==> src/hdl/vector3_normalize_top_assert.svh <==
// ----------------------------------------------------------------------------
// vector3_normalize_top_assert.svh
// Assertion macros shared by the vector normalizer modules.
// ----------------------------------------------------------------------------
`ifndef VECTOR3_NORMALIZE_TOP_ASSERT_SVH
`define VECTOR3_NORMALIZE_TOP_ASSERT_SVH

// Consequent must hold in the same cycle as the antecedent.
`define VN_ASSERT_NOW(lbl, ante, cons) \
  lbl: assert property (@(posedge clk) disable iff (!rst_n) (ante) |-> (cons)) \
    else $error("vector normalizer assertion failed");

// Consequent must hold in the cycle after the antecedent.
`define VN_ASSERT_NEXT(lbl, ante, cons) \
  lbl: assert property (@(posedge clk) disable iff (!rst_n) (ante) |=> (cons)) \
    else $error("vector normalizer assertion failed");

`endif

==> src/hdl/vn_pkg.sv <==
// ----------------------------------------------------------------------------
// vn_pkg
// Widths and the queue transaction type of the vector normalizer.
// ----------------------------------------------------------------------------
package vn_pkg;

  localparam int COMP_W     = 16;
  localparam int SQ_W       = 32;
  localparam int SUM_W      = 32;
  localparam int MAG_W      = 16;
  localparam int MAG_REM_W  = MAG_W + 2;
  localparam int IN_DATA_W  = 3 * COMP_W;
  localparam int OUT_DATA_W = 3 * COMP_W + MAG_W;

  localparam logic [COMP_W-1:0] UNIT_MAX = 16'h7FFF;

  // One classified vector: zero flag, signs, squared magnitudes, sum of squares.
  typedef struct packed {
    logic                  zero;
    logic [2:0]            neg;
    logic [SUM_W-1:0]      sum;
    logic [2:0][SQ_W-1:0]  sq;
  } vn_item_t;

endpackage

==> src/hdl/vn_queue.sv <==
// ----------------------------------------------------------------------------
// vn_queue
// Two-entry queue between the front and the back pipeline.
// ----------------------------------------------------------------------------
`include "vector3_normalize_top_assert.svh"

module vn_queue (
  input  logic             clk,
  input  logic             rst_n,
  input  logic             push_valid,
  output logic             push_ready,
  input  vn_pkg::vn_item_t push_item,
  output logic             pop_valid,
  input  logic             pop_ready,
  output vn_pkg::vn_item_t pop_item
);
  import vn_pkg::*;

  logic [1:0] cnt_r, cnt_nxt;
  vn_item_t   head_r, tail_r;
  logic       push, pop;

  assign push_ready = (cnt_r != 2'd2);
  assign pop_valid  = (cnt_r != 2'd0);
  assign pop_item   = head_r;
  assign push       = push_valid && push_ready;
  assign pop        = pop_valid && pop_ready;

  always_comb begin
    cnt_nxt = cnt_r;
    if (push && !pop) begin
      cnt_nxt = cnt_r + 2'd1;
    end else if (pop && !push) begin
      cnt_nxt = cnt_r - 2'd1;
    end
  end

  always_ff @(posedge clk) begin
    if (!rst_n) begin
      cnt_r <= 2'd0;
    end else begin
      cnt_r <= cnt_nxt;
    end
  end

  always_ff @(posedge clk) begin
    if (pop) begin
      if (push) begin
        head_r <= push_item;
      end else begin
        head_r <= tail_r;
      end
    end else if (push) begin
      if (cnt_r == 2'd0) begin
        head_r <= push_item;
      end else begin
        tail_r <= push_item;
      end
    end
  end

  `VN_ASSERT_NEXT(a_full_drain, (cnt_r == 2'd2) && pop, cnt_r == 2'd1)
  `VN_ASSERT_NEXT(a_empty_fill, (cnt_r == 2'd0) && push, pop_valid)
  `VN_ASSERT_NOW(a_cnt_legal, 1'b1, cnt_r != 2'd3)

endmodule

==> config.mk <==
export PLATFORM = sky130hd
export DESIGN_NAME = vn_queue
export DESIGN_NICKNAME = d
export VERILOG_FILES = /design/src/hdl/vn_pkg.sv /design/src/hdl/vn_queue.sv
export VERILOG_INCLUDE_DIRS = /design/src /design/src/hdl
export SDC_FILE = /design/constraint.sdc
export NUM_CORES = 1
export LEC_CHECK = 0
export BUFFER_PORTS_ARGS = -buffer_cell sky130_fd_sc_hd__buf_2
export CAP_MARGIN = 30
export CELL_PAD_IN_SITES_DETAIL_PLACEMENT = 0
export CELL_PAD_IN_SITES_GLOBAL_PLACEMENT = 2
export CORE_MARGIN = 2
export CORE_UTILIZATION = 39
export DETAILED_ROUTE_END_ITERATION = 12
export PLACE_DENSITY_LB_ADDON = 0.1
export REMOVE_ABC_BUFFERS = 1
export SETUP_SLACK_MARGIN = 0.2
export SLEW_MARGIN = 20
export SYNTH_ARGS = -nofsm -noshare
export SYNTH_HDL_FRONTEND = slang
export SYNTH_SLANG_ARGS = --single-unit
==> constraint.sdc <==
create_clock -name clk -period 17.6 [get_ports clk]
set_clock_uncertainty 0.05 [all_clocks]
set_input_delay 3.52 -clock clk [delete_from_list [all_inputs] [get_ports clk]]
set_output_delay 3.52 -clock clk [all_outputs]
set_load 0.05 [all_outputs]
==> results.md <==
- First DRT Iteration DRCs: 276
- Area occupied by multi-input gates: 1910 um2
- Reg2reg end: pop_item[39]
- Initial antenna violation count: 4
- Max VDD drop: 0.0922 mV
- Vias in the first global route: 5340
- Syn-to-layout area delta: 27.0%
- Seq/Total Area, Yosys: 79.8%
- RSZ-0062 raised after global routing: false
- Largest net degree at the start of global routing: 74
- Worst Path Max Fanout: 55
- Die height: 164 um
- Seq cells post-synth: 266
- Crit path cell chain: buf_2, nand2_1, nand3_4, buf_4, mux2_2
- Worst-case reg-to-reg path depth: 4
- DRC Markers: 0
- Final nets: 859
- Mapped Avg Cell Area: 23.3 um2
- Max transition margin: 37.3%
- Worst hold path type: reg2reg
- Leakage: 0.00507 uW
- CTS H-tree depth: 1
- Worst reg2reg path startpoint: cnt_r[0]
- I/O Buffers: 269
- Hold_buf cts: 0
- Core ar.: 25200 um2
- HPWL Detailed: 13.4 mm
- DP Area: 11700 um2
- Total die area: 26900 um2
- Later-pin clock latency in the skew report: 0.54 ns
- Cell family with most CP delay: buffers and inverters
- GRT Util Overall: 14.4%
- Post-Place Worst Slack: 11.66 ns
- # IOs: 270
- Fin crit share: 29.9%
- Post-Route WL: 20.1 mm
- Critical Setup Path Class: in2reg
- Fmax: 190 MHz
- CP arrival: 5.50 ns
- Synth Instances: 429
- Cell taking the most area after synthesis: edfxtp_1
- # rows: 58
- Post-route cell area: 12700 um2
- Final WS setup: 12.33 ns
- Routed Antenna Nets: 0
- CP bufs+invs: 2
- Synth top area cells: edfxtp_1 79%, mux2_4 12%, mux2_2 5.9%
- Worst-case clock buffer depth: 3
- Critical Path Slowest Stage Cell: buf_4
- Setup TNS: 0 ns
- Fin crit period: 5.27 ns
- Worst Setup End Kind: register
- Status: completed
- Hold path startpoint: cnt_r[1]
- Initial Util: 39.7%
- CTS Sinks: 266
- 1st-pass router iterations: 4
- Startpoint Class: input pin
- Worst R2R Setup Slack: 14.87 ns
- Sequential cell area: 7970 um2
- Fill cell count: 2138
- Actual slew at the worst max-slew pin: 0.941 ns
- Hold path endpoint: cnt_r[1]
- Routed vias/inst: 4.65
- DR vias: 5006
- Ratio of cells with drive above 1 in the final layout: 60.9%
- CP required: 17.84 ns
- CTS tree: yes
- Final Hold Viols: 0
- First-pass GRT wire length: 29.7 mm
- Total gr overflow: 0
- Final core occ: 50.4%
- Yosys cell types: 19
- Final setup fails: 0
- TritonCTS Buffers: 29
- Final Slew Violations: 0
- Clock transition at the registers of the reported paths: 0.06 ns
- Ys Warns: 0
- Pwr dens: 179 nW/um2
- Final RePlAce weighted congestion: 0.745
- Max incr delay on CP: 0.82 ns
- Clock root buffer: clkbuf_16
- Hold Crit Depth: 2
- Maxcap violations: 0
- Die width: 164 um
- Post-DR wirelength/cell: 18.6 um
- Post-CTS Setup Inserts: 0
- Netlist Area Pre-Place: 9990 um2
- Post-CTS sizing: 0
- Top-area cell type share of the netlist area: 79.4%
[how the worst max path moves through the flow]
stage,from,endpoint,slack [ns],depth (start not counted)
floorplan,push_valid,pop_item[0],3.98,2
global placement,push_valid,pop_item[86],11.21,5
detailed placement,push_valid,pop_item[130],11.66,5
CTS,push_valid,pop_item[78],12.23,5
global route,push_valid,pop_item[39],12.24,5
finish,push_valid,pop_item[39],12.33,5
[layout by cell type, fill, tap and decap left out, types with 2 or more instances in the layout]
master,count
bufinv_16,4
buf_4,6
nand2_1,2
diode_2,2
mux2_4,80
and2_1,2
mux2_2,52
edfxtp_1,264
clkbuf_16,29
buf_2,269
clkinv_1,8
clkbuf_1,4
clkinv_2,6
dfxtp_1,2
buf_16,2
[per-layer routing]
layer | vias to the layer above | wire length, um | global-route usage (%)
met4 | 2 | 534 | 4.51
met2 | 176 | 9580 | 23.7
met5 | - | 13 | 0
met1 | 2488 | 8080 | 17.5
met3 | 37 | 1840 | 5.71
li1 | 2303 | - | -
[power by group]
part / leakage [uW] / total, uW / internal, uW / switching (uW)
sequential: 0.00249 / 910 / 879 / 31.4
combinational: 0.00211 / 765 / 211 / 554
clock: 0.000463 / 596 / 359 / 237
total: 0.00507 / 2270 / 1450 / 823
[per-stage QoR]
step	total power (uW)	hold WS, ns	cells
2_1_floorplan	1600	0.423	414
3_3_place_gp	1680	0.441	1019
3_5_place_dp	1690	0.483	1020
4_1_cts	2300	0.489	1073
5_1_grt	2360	0.501	1076
6_report	2270	0.490	1076
[area by class of cell]
type / instances / share of cell area, %
multi-input combinational: 147 / 15.1
sequential: 266 / 62.8
timing repair buffer: 277 / 11.4
clock inverter: 20 / 1.56
clock buffer: 33 / 5.84
tap: 330 / 3.25
antenna: 2 / 0.0394
inverter: 1 / 0.0296
[cell usage after synthesis, drive strengths merged]
cell,instances
inv,1
o21ai,2
edfxtp,264
xor2,1
ha,1
buf,15
and2,2
nand3,1
or3,1
or2,1
nand2,2
xnor2,1
nor2,1
mux2,132
nand2b,1
dfxtp,2
a21boi,1
[cell families (layout without fill, tap and decap cells)]
family | Yosys count | after routing | share of synthesized area [%]
other cells | 0 | 2 | 0
flops | 266 | 266 | 79.8
compound gates | 3 | 3 | 0.175
mux | 132 | 132 | 17.9
buf+inv | 16 | 331 | 1.35
xor+xnor | 2 | 2 | 0.175
fa+ha+maj | 1 | 1 | 0.125
simple gates | 9 | 9 | 0.526
[worst min-delay path: stages (launching register included)]
cell,delay (ns)
dfxtp_1,0.33
o21ai_0,0.07
a21boi_0,0.09
[flip-flops by register name, indices dropped and copies added (netlist names)]
signal and flops:
pop_item 132, tail_r 132, cnt_r 2
No activity file was read; power rests on OpenSTA's default activity.
